**config.mk**
```make
export PLATFORM = sky130hd
export DESIGN_NAME = sfc_isqrt
export DESIGN_NICKNAME = d
export VERILOG_FILES = /design/src/sv/sfc_pkg.sv /design/src/sv/sfc_isqrt.sv
export SDC_FILE = /design/constraint.sdc
export NUM_CORES = 1
export LEC_CHECK = 0
export BUFFER_PORTS_ARGS = -buffer_cell sky130_fd_sc_hd__buf_2
export CORE_AREA = 2 2 296 298
export DETAILED_ROUTE_END_ITERATION = 10
export DIE_AREA = 0 0 298 300
export SETUP_SLACK_MARGIN = 0.2
export SYNTH_ARGS = -nofsm -noshare
export SYNTH_HDL_FRONTEND = slang
export SYNTH_SLANG_ARGS = --single-unit
```
**constraint.sdc**
```tcl
create_clock -name clk -period 13 [get_ports clk]
set_input_delay 1.3 -clock clk [delete_from_list [all_inputs] [get_ports clk]]
set_output_delay 1.3 -clock clk [all_outputs]
set_load 0.005 [all_outputs]
```
**src/sv/sfc_pkg.sv**
```systemverilog
// ----------------------------------------------------------------------------
// sfc_pkg
// shared widths and types for the sphere frustum cull classifier
// ----------------------------------------------------------------------------
package sfc_pkg;
  localparam int NumPlanes = 6;
  localparam int CfgIdxW = 3;
  localparam int CfgDataW = 64;
  localparam int InDataW = 304; // tdata fields fill whole bytes exactly
  localparam int InUserW = 1;
  localparam int OutDataW = 16;
  localparam int OutUserW = 2;
  localparam int SqW = 34;      // squared column length
  localparam int ScaleW = 17;   // floor sqrt of squared length
  localparam int WcW = 36;      // world centre, Q.18
  localparam int DistW = 56;    // plane distance, Q.32

  typedef enum logic [1:0] {
    BUCKET_CULLED = 2'd0,
    BUCKET_OPAQUE = 2'd1,
    BUCKET_BLEND  = 2'd2
  } bucket_t;

  typedef enum logic [CfgIdxW-1:0] {
    REG_LEFT = 3'd0, REG_RIGHT = 3'd1, REG_BOTTOM = 3'd2,
    REG_TOP = 3'd3, REG_NEAR = 3'd4, REG_FAR = 3'd5
  } reg_idx_t;

  // side-band that travels with a word down the pipe
  typedef struct packed {
    logic [15:0] tag;
    logic        blend;
    logic        empty;
  } side_t;
endpackage

```
**src/sv/sfc_isqrt.sv**
```systemverilog
// ----------------------------------------------------------------------------
// sfc_isqrt
// pipelined floor square root, two result bits per stage (one in the first), stallable
// ----------------------------------------------------------------------------
module sfc_isqrt (
  input  logic                      clk,
  input  logic                      en,
  input  logic [sfc_pkg::SqW-1:0]   x,
  output logic [sfc_pkg::ScaleW-1:0] root
);
  import sfc_pkg::*;
  localparam int Stages = 9;        // 17 result bits, one in stage 0, two in each later stage
  localparam int RemW = SqW + 2;

  logic [SqW-1:0]    xs  [Stages];
  logic [RemW-1:0]   rem [Stages];
  logic [ScaleW-1:0] res [Stages];

  // stage k decides result bits from the top down
  always_ff @(posedge clk) begin
    if (en) begin
      for (int k = 0; k < Stages; k++) begin
        logic [SqW-1:0]    xin;
        logic [RemW-1:0]   rin;
        logic [ScaleW-1:0] qin;
        logic [RemW-1:0]   r;
        logic [ScaleW-1:0] q;
        logic [RemW-1:0]   t;
        if (k == 0) begin
          xin = x; rin = '0; qin = '0;
        end else begin
          xin = xs[k-1]; rin = rem[k-1]; qin = res[k-1];
        end
        r = rin; q = qin;
        for (int s = 0; s < 2; s++) begin
          int bi;
          bi = 2 * (Stages - 1 - k) + 1 - s;
          if (bi < ScaleW) begin
            r = {r[RemW-3:0], xin[2*bi+1 -: 2]};
            t = {{(RemW-ScaleW-2){1'b0}}, q, 2'b01};
            if (r >= t) begin
              r = r - t;
              q = {q[ScaleW-2:0], 1'b1};
            end else begin
              q = {q[ScaleW-2:0], 1'b0};
            end
          end
        end
        xs[k] <= xin; rem[k] <= r; res[k] <= q;
      end
    end
  end
  assign root = res[Stages-1];
endmodule

```
==> impl_metrics.toml, run 1 <==
[floorplan]
start_util = 0.367
dieWidth_um = 298
dieArea_um2 = 89400
fp.dieH_um = 300
coreArea_um2 = 86200
rows = 108
ios = 53

[critical_path]
crit_required_ns = 13.38
worstPathArrival_ns = 7.37
r2r_end = "rem[0][257]$_DFFE_PP_"
worst_path_dominant_cell_family = "simple AND/OR/NAND/NOR gates"
cp-end-kind = "flop"
path_cells = "inv_1 -> ha_1 -> nand4b_1 -> nor4_1 -> nor4_4 -> nand2_1 -> inv_1 -> buf_4 -> a21oi_1 -> nor2_1 -> ha_1 -> nand4_1 -> nor4b_1 -> nand4_1 -> nand4b_1 -> nor3b_2 -> or3b_1 -> buf_4 -> mux2_2"
cp_slowest_cell = "nor4b_1"
r2r_slack_ns = 6.01
r2r_start = "res[0][105]$_DFFE_PP_"
critPathBufInv = 4
cp_max_fo = 36
slowest_delay_ns = 1.01
worst-setup-path-type = "flop to flop"
cp-start-kind = "flop"
worst-r2r-cell-count = 19

[synthesis]
syn-cell-area_um2 = 31700
ys_types = 99
syn_inst = 3188
synth_edf_count = 466
ys_async_sr_fraction = 0
ys_seq_area_frac = 0.442
synth_fp_nets = 3399
yosys_warnings = 0
synth_ff_type = "edfxtp_1"
synth_area_per_cell_um2 = 9.94
ys_ff_latch = 466

[power_and_ir_drop]
leakage_uw = 0.0125
power_frac_clock = 0.275
share_seq_of_total_power = 0.409
p_sw_uw = 1800
p_int_uw = 3420
power_density_nw_per_um2 = 151
vdd_drop_max_mv = 0.112
sw_frac_of_total = 0.345
combinationalPowerShare = 0.317

[timing]
hold_viol_final = 0
finalSetupTns_ns = 0
setup_ws_ns = 6.01
fmax_mhz = 143
post-route-period-util = 0.538
tightest_slew_ns = 1.12
skew_ns = 0.0456
fin_crit_ns = 6.99
slew_headroom = 0.244
rsz0062_at_grt = "no"
setup_viol = 0
finalMaxSlewViolations = 0

[clocking]
clock_latency_ns = 0.63
cts_resized = 0
post-cts-setup-buffers = 0
clock_sinks = 466
clockRootBuffer = "clkbuf_16"
hold_buffers = 0
h-tree-depth = 2
cts_tree = "built"
cts_buffers = 52
clockBufferDepth = 3
cts.clk_slew.worst_paths_ns = 0.06

[finish]
drive_above_1_share = 0.0721
stdcell_count = 4400
final_area_um2 = 34700
syn_to_final_growth_pct = 9.52
antenna_cells = 0
utilization = 0.402
nNetsFinal = 3413

[route]
initialDrtViolationCount = 1817
drc_errors = 0
drtAntennaViolNets = 0
post_drt_wl_per_cell_um = 18.1
viasPerCell = 5.51
via_count = 24300
drtPass1Iterations = 5
drt-total-wl_um = 79800

[run_status]
status = "finished, final reports clean"

[placement]
dp_slack_ns = 6.03
port_buffers = 52
dpl.cell_count = 4303
hpwl_um = 62000
gp_congestion = 0.889
placed_area_um2 = 33000

[min_path]
min_path_type = "flop to flop"
hold_start = "xs[0][207]$_DFFE_PP_"
hold_path_end = "xs[0][241]$_DFFE_PP_"
whs_path_depth = 0

[global_route]
grt_pass1_vias = 22800
grt_overflow = 0
grt_max_degree = 158
grt_usage = 0.175
grt_pass1_wl_um = 128000
antenna_found_initial = 1

[run]
max_cap_viol_count = 0
-- synth_stat cells, types with 8 or more instances --
master / count / area, µm²
a2111oi_0: 17 / 149
a211o_1: 11 / 96.3
a211oi_1: 30 / 225
a21o_1: 58 / 435
a21oi_1: 208 / 1040
a31oi_1: 15 / 93.8
and2_1: 23 / 144
and3_1: 27 / 169
and4_1: 8 / 70.1
buf_2: 20 / 100
buf_4: 18 / 135
clkbuf_1: 63 / 236
edfxtp_1: 466 / 14000
ha_1: 175 / 2190
inv_1: 153 / 574
mux2_2: 20 / 225
mux2i_1: 9 / 90.1
nand2_1: 242 / 908
nand2b_1: 39 / 244
nand3_1: 103 / 515
nand3b_1: 22 / 165
nand4_1: 67 / 419
nand4b_1: 25 / 219
nor2_1: 276 / 1040
nor2b_1: 28 / 175
nor3_1: 108 / 541
nor3b_1: 17 / 128
nor4_1: 69 / 432
nor4b_1: 9 / 78.8
o2111ai_1: 10 / 87.6
o211ai_1: 16 / 120
o21a_1: 33 / 248
o21ai_0: 140 / 701
o21bai_1: 17 / 128
o31a_1: 13 / 114
o31ai_1: 22 / 165
or2_2: 20 / 125
or3_1: 35 / 219
or4_1: 27 / 203
xnor2_1: 215 / 1880
xor2_1: 163 / 1430
-- per-stage QoR --
| step | hold slack, ns | total power (µW) |
|---|---|---|
| after floorplan | 0.400 | 3340 |
| after global placement | 0.401 | 3790 |
| after detailed placement | 0.405 | 3800 |
| after CTS | 0.406 | 5250 |
| after global routing | 0.411 | 5530 |
| final | 0.398 | 5230 |
-- layout by cell type (no fill, tap or decap), types with 11 or more instances in the layout --
cell,instances
edfxtp_1,466
nor2_1,276
nand2_1,242
xnor2_1,215
a21oi_1,208
ha_1,175
xor2_1,163
inv_1,153
o21ai_0,140
nor3_1,108
nand3_1,103
nor4_1,69
nand4_1,67
a21o_1,58
clkbuf_16,53
buf_2,51
nand2b_1,39
or3_1,35
o21a_1,33
a211oi_1,30
nor2b_1,28
and3_1,27
or4_1,27
nand4b_1,25
and2_1,23
o31ai_1,22
nand3b_1,22
or2_2,20
mux2_2,20
a2111oi_0,17
o21bai_1,17
nor3b_1,17
buf_4,17
o211ai_1,16
a31oi_1,15
o31a_1,13
clkinv_1,12
a211o_1,11
-- power by group through the flow --
stage | clock (µW) | combinational (µW) | sequential (µW)
floorplan | 0 | 1280 | 2060
global placement | 0 | 1630 | 2160
detailed placement | 0 | 1630 | 2160
CTS | 1480 | 1640 | 2130
global route | 1520 | 1850 | 2160
finish | 1430 | 1650 | 2140
-- worst max path at each step --
| stage | slack (ns) | depth (start not counted) | to | startpoint |
|---|---|---|---|---|
| CTS | 6.01 | 20 | rem[0][283]$_DFFE_PP_ | res[0][105]$_DFFE_PP_ |
| finish | 6.01 | 19 | rem[0][257]$_DFFE_PP_ | res[0][105]$_DFFE_PP_ |
| global route | 5.47 | 20 | rem[0][283]$_DFFE_PP_ | res[0][105]$_DFFE_PP_ |
| global placement | 6.03 | 20 | rem[0][283]$_DFFE_PP_ | res[0][105]$_DFFE_PP_ |
| detailed placement | 6.03 | 20 | rem[0][283]$_DFFE_PP_ | res[0][105]$_DFFE_PP_ |
| floorplan | 7.33 | 26 | rem[0][263]$_DFFE_PP_ | res[0][109]$_DFFE_PP_ |
-- cell type report --
| type | count | area (µm²) |
|---|---|---|
| Timing Repair Buffer | 70 | 418 |
| Sequential cell | 466 | 14000 |
| Tap cell | 1155 | 1450 |
| Multi-Input combinational cell | 2456 | 16600 |
| Clock inverter | 34 | 305 |
| Fill cell | 8550 | 51500 |
| Inverter | 156 | 586 |
| Clock buffer | 63 | 1360 |
-- layer usage --
metal / vias up / track usage / routed length, µm
met5: - / 0 / 12
met4: 2 / 0.0526 / 2190
met3: 133 / 0.0212 / 3470
met2: 610 / 0.285 / 37000
met1: 11600 / 0.244 / 37200
li1: 11900 / - / -
-- cells by family (layout without fill, tap and decap cells) --
group                    after synthesis  after routing  share of synthesized area
other                                  1              1                   0.000118
AO/OA/AOI/OAI                        683            683                      0.140
buffers and inverters                266            323                     0.0349
XOR/XNOR                             378            378                      0.105
adder cells (fa/ha/maj)              175            175                     0.0691
AND/OR/NAND/NOR                     1185           1185                      0.197
flip-flops                           466            466                      0.442
multiplexers                          34             34                     0.0123
-- state kept, by name, summed over array words and instances, names as in the netlist --
signal  flops
xs        144
res        81
rem       241
(Power assumes the default switching activity.)
==> inputs of run 2 (changes only) <==
==> constraint.sdc (replaced) <==
create_clock -name clk -period 6.35 [get_ports clk]
set_input_delay 0.635 -clock clk [delete_from_list [all_inputs] [get_ports clk]]
set_output_delay 0.635 -clock clk [all_outputs]
set_load 0.005 [all_outputs]
==> run 2 against run 1 <==
Net effect: design area grew 0.96%; cell count is 0.73% higher; utilization up 0.38 points; power grew 110%; non-clock buffer count up 28; combinational power increased by 110%; sequential cell count is the same.
==> impl_metrics.toml, run 2 (synthesized netlist as in run 1, its figures left out) <==
[timing]
hold_slack_ns = 0.170
tightest_slew_ns = 0.981
fmax_mhz = 171
finalSetupTns_ns = 0
setup_viol = 0
skew_ns = 0.0664
slew_headroom = 0.346
rsz0062_at_grt = "yes"
setup_ws_ns = 0.503
finalMaxSlewViolations = 0
hold_viol_final = 0
fin_crit_ns = 5.85
post-route-period-util = 0.921

[route]
drtPass1Iterations = 7
drtAntennaViolNets = 0
drc_errors = 0
drt-total-wl_um = 80600
post_drt_wl_per_cell_um = 18.2
initialDrtViolationCount = 1828
via_count = 24300
viasPerCell = 5.48

[power_and_ir_drop]
leakage_uw = 0.0127
power_density_nw_per_um2 = 311
vdd_drop_max_mv = 0.271

[placement]
hpwl_um = 62700
dpl.cell_count = 4331
port_buffers = 52
dp_slack_ns = 0.420
gp_congestion = 0.932

[critical_path]
cp_max_fo = 35
worst-setup-path-type = "flop to flop"
worst-r2r-cell-count = 19
worstPathArrival_ns = 6.23
critPathBufInv = 3
cp-end-kind = "flop"
path_cells = "inv_1 -> ha_1 -> a211o_1 -> a21oi_2 -> o21a_1 -> nand3_4 -> inv_2 -> o21ai_0 -> ha_1 -> a21o_1 -> a21o_1 -> a21oi_1 -> and3b_1 -> a21oi_1 -> or3_1 -> or4_1 -> buf_4 -> and4bb_2 -> xnor2_1"
cp-start-kind = "flop"
crit_cells = 19
cp_slowest_cell = "or4_1"
slowest_delay_ns = 0.53
crit_required_ns = 6.73
worst_path_dominant_cell_family = "compound AO/OA/AOI/OAI gates"

[finish]
stdcell_count = 4432
reg.largest.list = "rem (241), xs (144), res (81)"
multi_input_area_um2 = 16600
final_common_cell = "edfxtp_1"
largest_register = "rem"
drive_above_1_share = 0.0830
largest_register_ffs = 241
nNetsFinal = 3443
final_cell_mix = "edfxtp_1, nor2_1, nand2_1, xnor2_1, a21oi_1"
syn_to_final_growth_pct = 10.6
antenna_cells = 0
regArea_um2 = 14000
utilization = 0.406
fill_cells = 8568

[global_route]
grt_pass1_wl_um = 128000
grt_overflow = 0
antenna_found_initial = 0
grt_max_degree = 153
grt_usage = 0.177
grt_pass1_vias = 23200

[clocking]
post-cts-setup-buffers = 0
clockRootBuffer = "clkbuf_16"
clockBufferDepth = 3
cts.clk_slew.worst_paths_ns = 0.06
cts_resized = 0
clock_latency_ns = 0.64
cts_tree = "built"
hold_buffers = 0
clock_sinks = 466
h-tree-depth = 2
cts_buffers = 54

[floorplan]
dieArea_um2 = 89400
ios = 53
dieWidth_um = 298
fp.dieH_um = 300
coreArea_um2 = 86200
start_util = 0.367
rows = 108

[min_path]
whs_path_depth = 1
min_path_type = "input port to flop"

[run_status]
status = "finished, final reports clean"

[run]
max_cap_viol_count = 0
run 2: final timing paths:
kind / to / slack (ns) / start
setup reg to reg: rem[0][207]$_DFFE_PP_ / 0.50 / res[0][71]$_DFFE_PP_
hold reg to reg: xs[0][120]$_DFFE_PP_ / 0.41 / xs[0][86]$_DFFE_PP_
setup / recovery: rem[0][207]$_DFFE_PP_ / 0.50 / res[0][71]$_DFFE_PP_
hold / removal: xs[0][22]$_DFFE_PP_ / 0.17 / x[22]
run 2: power by group:
part / leakage, µW / switching (µW) / internal [µW]
combinational: 0.00740 / 2050 / 1390
sequential: 0.00446 / 420 / 3960
clock: 0.000853 / 1310 / 1750
total: 0.0127 / 3780 / 7100
run 2: layout make-up:
cell class | instances | share of cell area
inverters | 156 | 0.0168
well taps | 1155 | 0.0413
multi-input cells | 2456 | 0.474
clock inverters | 36 | 0.0105
repair buffers | 98 | 0.0183
flip-flops and latches | 466 | 0.399
clock buffers | 65 | 0.0398
run 2: through the flow:
step / area [µm²] / total power [µW]
floorplan: 31700 / 6850
global placement: 33200 / 7810
detailed placement: 33200 / 7820
CTS: 35000 / 10900
global route: 35000 / 11500
finish: 35000 / 10900
run 2: per-layer routing:
layer | vias to the layer above | GRT usage | share of wire
met5 | - | 0 | 0
met4 | 0 | 0.0528 | 0.027
met3 | 133 | 0.0262 | 0.051
met2 | 585 | 0.287 | 0.46
met1 | 11600 | 0.245 | 0.47
li1 | 12000 | - | -
==> inputs of run 3 (changes only) <==
--- a/config.mk
+++ b/config.mk
@@ -9,6 +9,7 @@
 export CORE_AREA = 2 2 296 298
 export DETAILED_ROUTE_END_ITERATION = 10
 export DIE_AREA = 0 0 298 300
+export MAX_ROUTING_LAYER = met4
 export SETUP_SLACK_MARGIN = 0.2
 export SYNTH_ARGS = -nofsm -noshare
 export SYNTH_HDL_FRONTEND = slang
==> run 3 against run 2 <==
Net effect: design area grew 0.11%; largest cell class unchanged; sequential cell count is the same; critical path depth grew 2; critical endpoint unchanged; clock skew shrank 0.0060 ns.
==> impl_metrics.toml, run 3 (synthesized netlist as in run 1, its figures left out) <==
[run_status]
status = "finished, final reports clean"

[timing]
finalSetupTns_ns = 0
fmax_mhz = 169
skew_ns = 0.0604
rsz0062_at_grt = "no"
fin_crit_ns = 5.92
finalMaxSlewViolations = 0
tightest_slew_ns = 1.06
setup_viol = 0
hold_viol_final = 0
slew_headroom = 0.288
post-route-period-util = 0.933

[floorplan]
fp.dieH_um = 300
coreArea_um2 = 86200
dieWidth_um = 298
start_util = 0.367
rows = 108
dieArea_um2 = 89400
ios = 53

[clocking]
clock_sinks = 466
clock_latency_ns = 0.64
hold_buffers = 0
cts.clk_slew.worst_paths_ns = 0.06
cts_buffers = 54
clockRootBuffer = "clkbuf_16"
h-tree-depth = 2
clockBufferDepth = 3
cts_tree = "built"

[route]
drt-total-wl_um = 81200
drtPass1Iterations = 5
drtAntennaViolNets = 0
post_drt_wl_per_cell_um = 18.3
initialDrtViolationCount = 2112
viasPerCell = 5.46
drc_errors = 0
via_count = 24200

[finish]
nNetsFinal = 3449
multi_input_area_um2 = 16600
final_common_cell = "edfxtp_1"
drive_above_1_share = 0.0844
largest_register = "rem"
largest_register_ffs = 241
stdcell_count = 4439
fill_cells = 8566
regArea_um2 = 14000
syn_to_final_growth_pct = 10.7
final_area_um2 = 35100
reg.largest.list = "rem (241), xs (144), res (81)"
final_cell_mix = "edfxtp_1, nor2_1, nand2_1, xnor2_1, a21oi_1"

[placement]
dpl.cell_count = 4334
placed_area_um2 = 33300
gp_congestion = 0.917
hpwl_um = 63200
port_buffers = 52

[critical_path]
r2r_start = "res[0][71]$_DFFE_PP_"
cp_max_fo = 35
r2r_slack_ns = 0.43
crit_path_end = "rem[0][207]$_DFFE_PP_"
r2r_end = "rem[0][207]$_DFFE_PP_"
cp-start-kind = "flop"
worst-r2r-cell-count = 21
crit_required_ns = 6.72
worst-setup-path-type = "flop to flop"
cp-end-kind = "flop"
worstPathArrival_ns = 6.30
startpoint = "res[0][71]$_DFFE_PP_"

[global_route]
grt_pass1_vias = 23100
grt_overflow = 0
grt_max_degree = 138
grt_pass1_wl_um = 130000
grt_usage = 0.184
antenna_found_initial = 1

[power_and_ir_drop]
leakage_uw = 0.0127
power_density_nw_per_um2 = 309
design_power_total_uw = 10800
vdd_drop_max_mv = 0.217

[run]
max_cap_viol_count = 0

[min_path]
whs_path_depth = 1
min_path_type = "input port to flop"
## run 3: cell types whose count changed in the layout (fill, tap and decap cells not counted), moves of 2 or more
cell / previous run / this run
clkinv_4: 5 / 8
clkinvlp_4: 4 / 6
inv_6: 5 / 0
clkbuf_1: 11 / 8
clkinv_1: 8 / 13
buf_4: 44 / 49
## run 3: cell type report
| type | count | area share |
|---|---|---|
| Tap cell | 1155 | 0.0412 |
| Sequential cell | 466 | 0.399 |
| Multi-Input combinational cell | 2456 | 0.474 |
| Inverter | 156 | 0.0168 |
| Timing Repair Buffer | 104 | 0.0199 |
| Clock inverter | 39 | 0.00996 |
| Antenna cell | 1 | 0.0000714 |
| Clock buffer | 62 | 0.0394 |
## run 3: power breakdown
group | internal, µW | leakage, µW | switching (µW) | total (µW)
logic | 1390 | 0.00744 | 2050 | 3450
registers | 3960 | 0.00446 | 428 | 4390
clock network | 1700 | 0.000829 | 1310 | 3010
## run 3: how the worst min path moves through the flow
stage	endpoint	slack (ns)	start
floorplan	xs[0][102]$_DFFE_PP_	0.40	xs[0][68]$_DFFE_PP_
global placement	xs[0][139]$_DFFE_PP_	0.40	xs[0][105]$_DFFE_PP_
finish	xs[0][28]$_DFFE_PP_	0.17	x[28]
CTS	xs[0][3]$_DFFE_PP_	0.13	x[3]
detailed placement	xs[0][106]$_DFFE_PP_	0.40	xs[0][72]$_DFFE_PP_
global route	xs[0][28]$_DFFE_PP_	0.13	x[28]
## run 3: critical path, cell delays in order (launching register included)
cell      delay [ns]
edfxtp_1        0.42
inv_1           0.09
ha_1            0.36
a211o_1         0.35
a21oi_2         0.25
o21a_1          0.33
nand3_4         0.21
buf_4           0.26
a21oi_1         0.25
ha_1            0.36
a21o_1          0.23
a21oi_1         0.15
o21ai_0         0.10
a21oi_1         0.23
and3b_1         0.18
a21oi_1         0.07
buf_4           0.16
or3_1           0.41
or4_1           0.53
buf_4           0.27
and4bb_2        0.29
xnor2_1         0.12
## run 3: what timing repair did
item / in CTS / in global routing
setup buffers: 0 / 3
setup endpoints to repair: 0 / 61
gates resized for setup: 0 / 10
## run 3: metrics by stage
stage	util	worst slack (ns)	hold slack [ns]
2_1_floorplan	-	0.679	0.400
3_3_place_gp	0.386	0.407	0.400
3_5_place_dp	0.386	0.377	0.405
4_1_cts	0.406	0.356	0.125
5_1_grt	0.407	0.148	0.130
6_report	0.407	0.427	0.175
## run 3: per-layer routing
layer  wire, µm  vias up  track usage
li1           -    12000            -
met2      37300      539        0.293
met1      38500    11600        0.252
met5          0        -            -
met3       3530      112       0.0207
met4       1820        0       0.0458
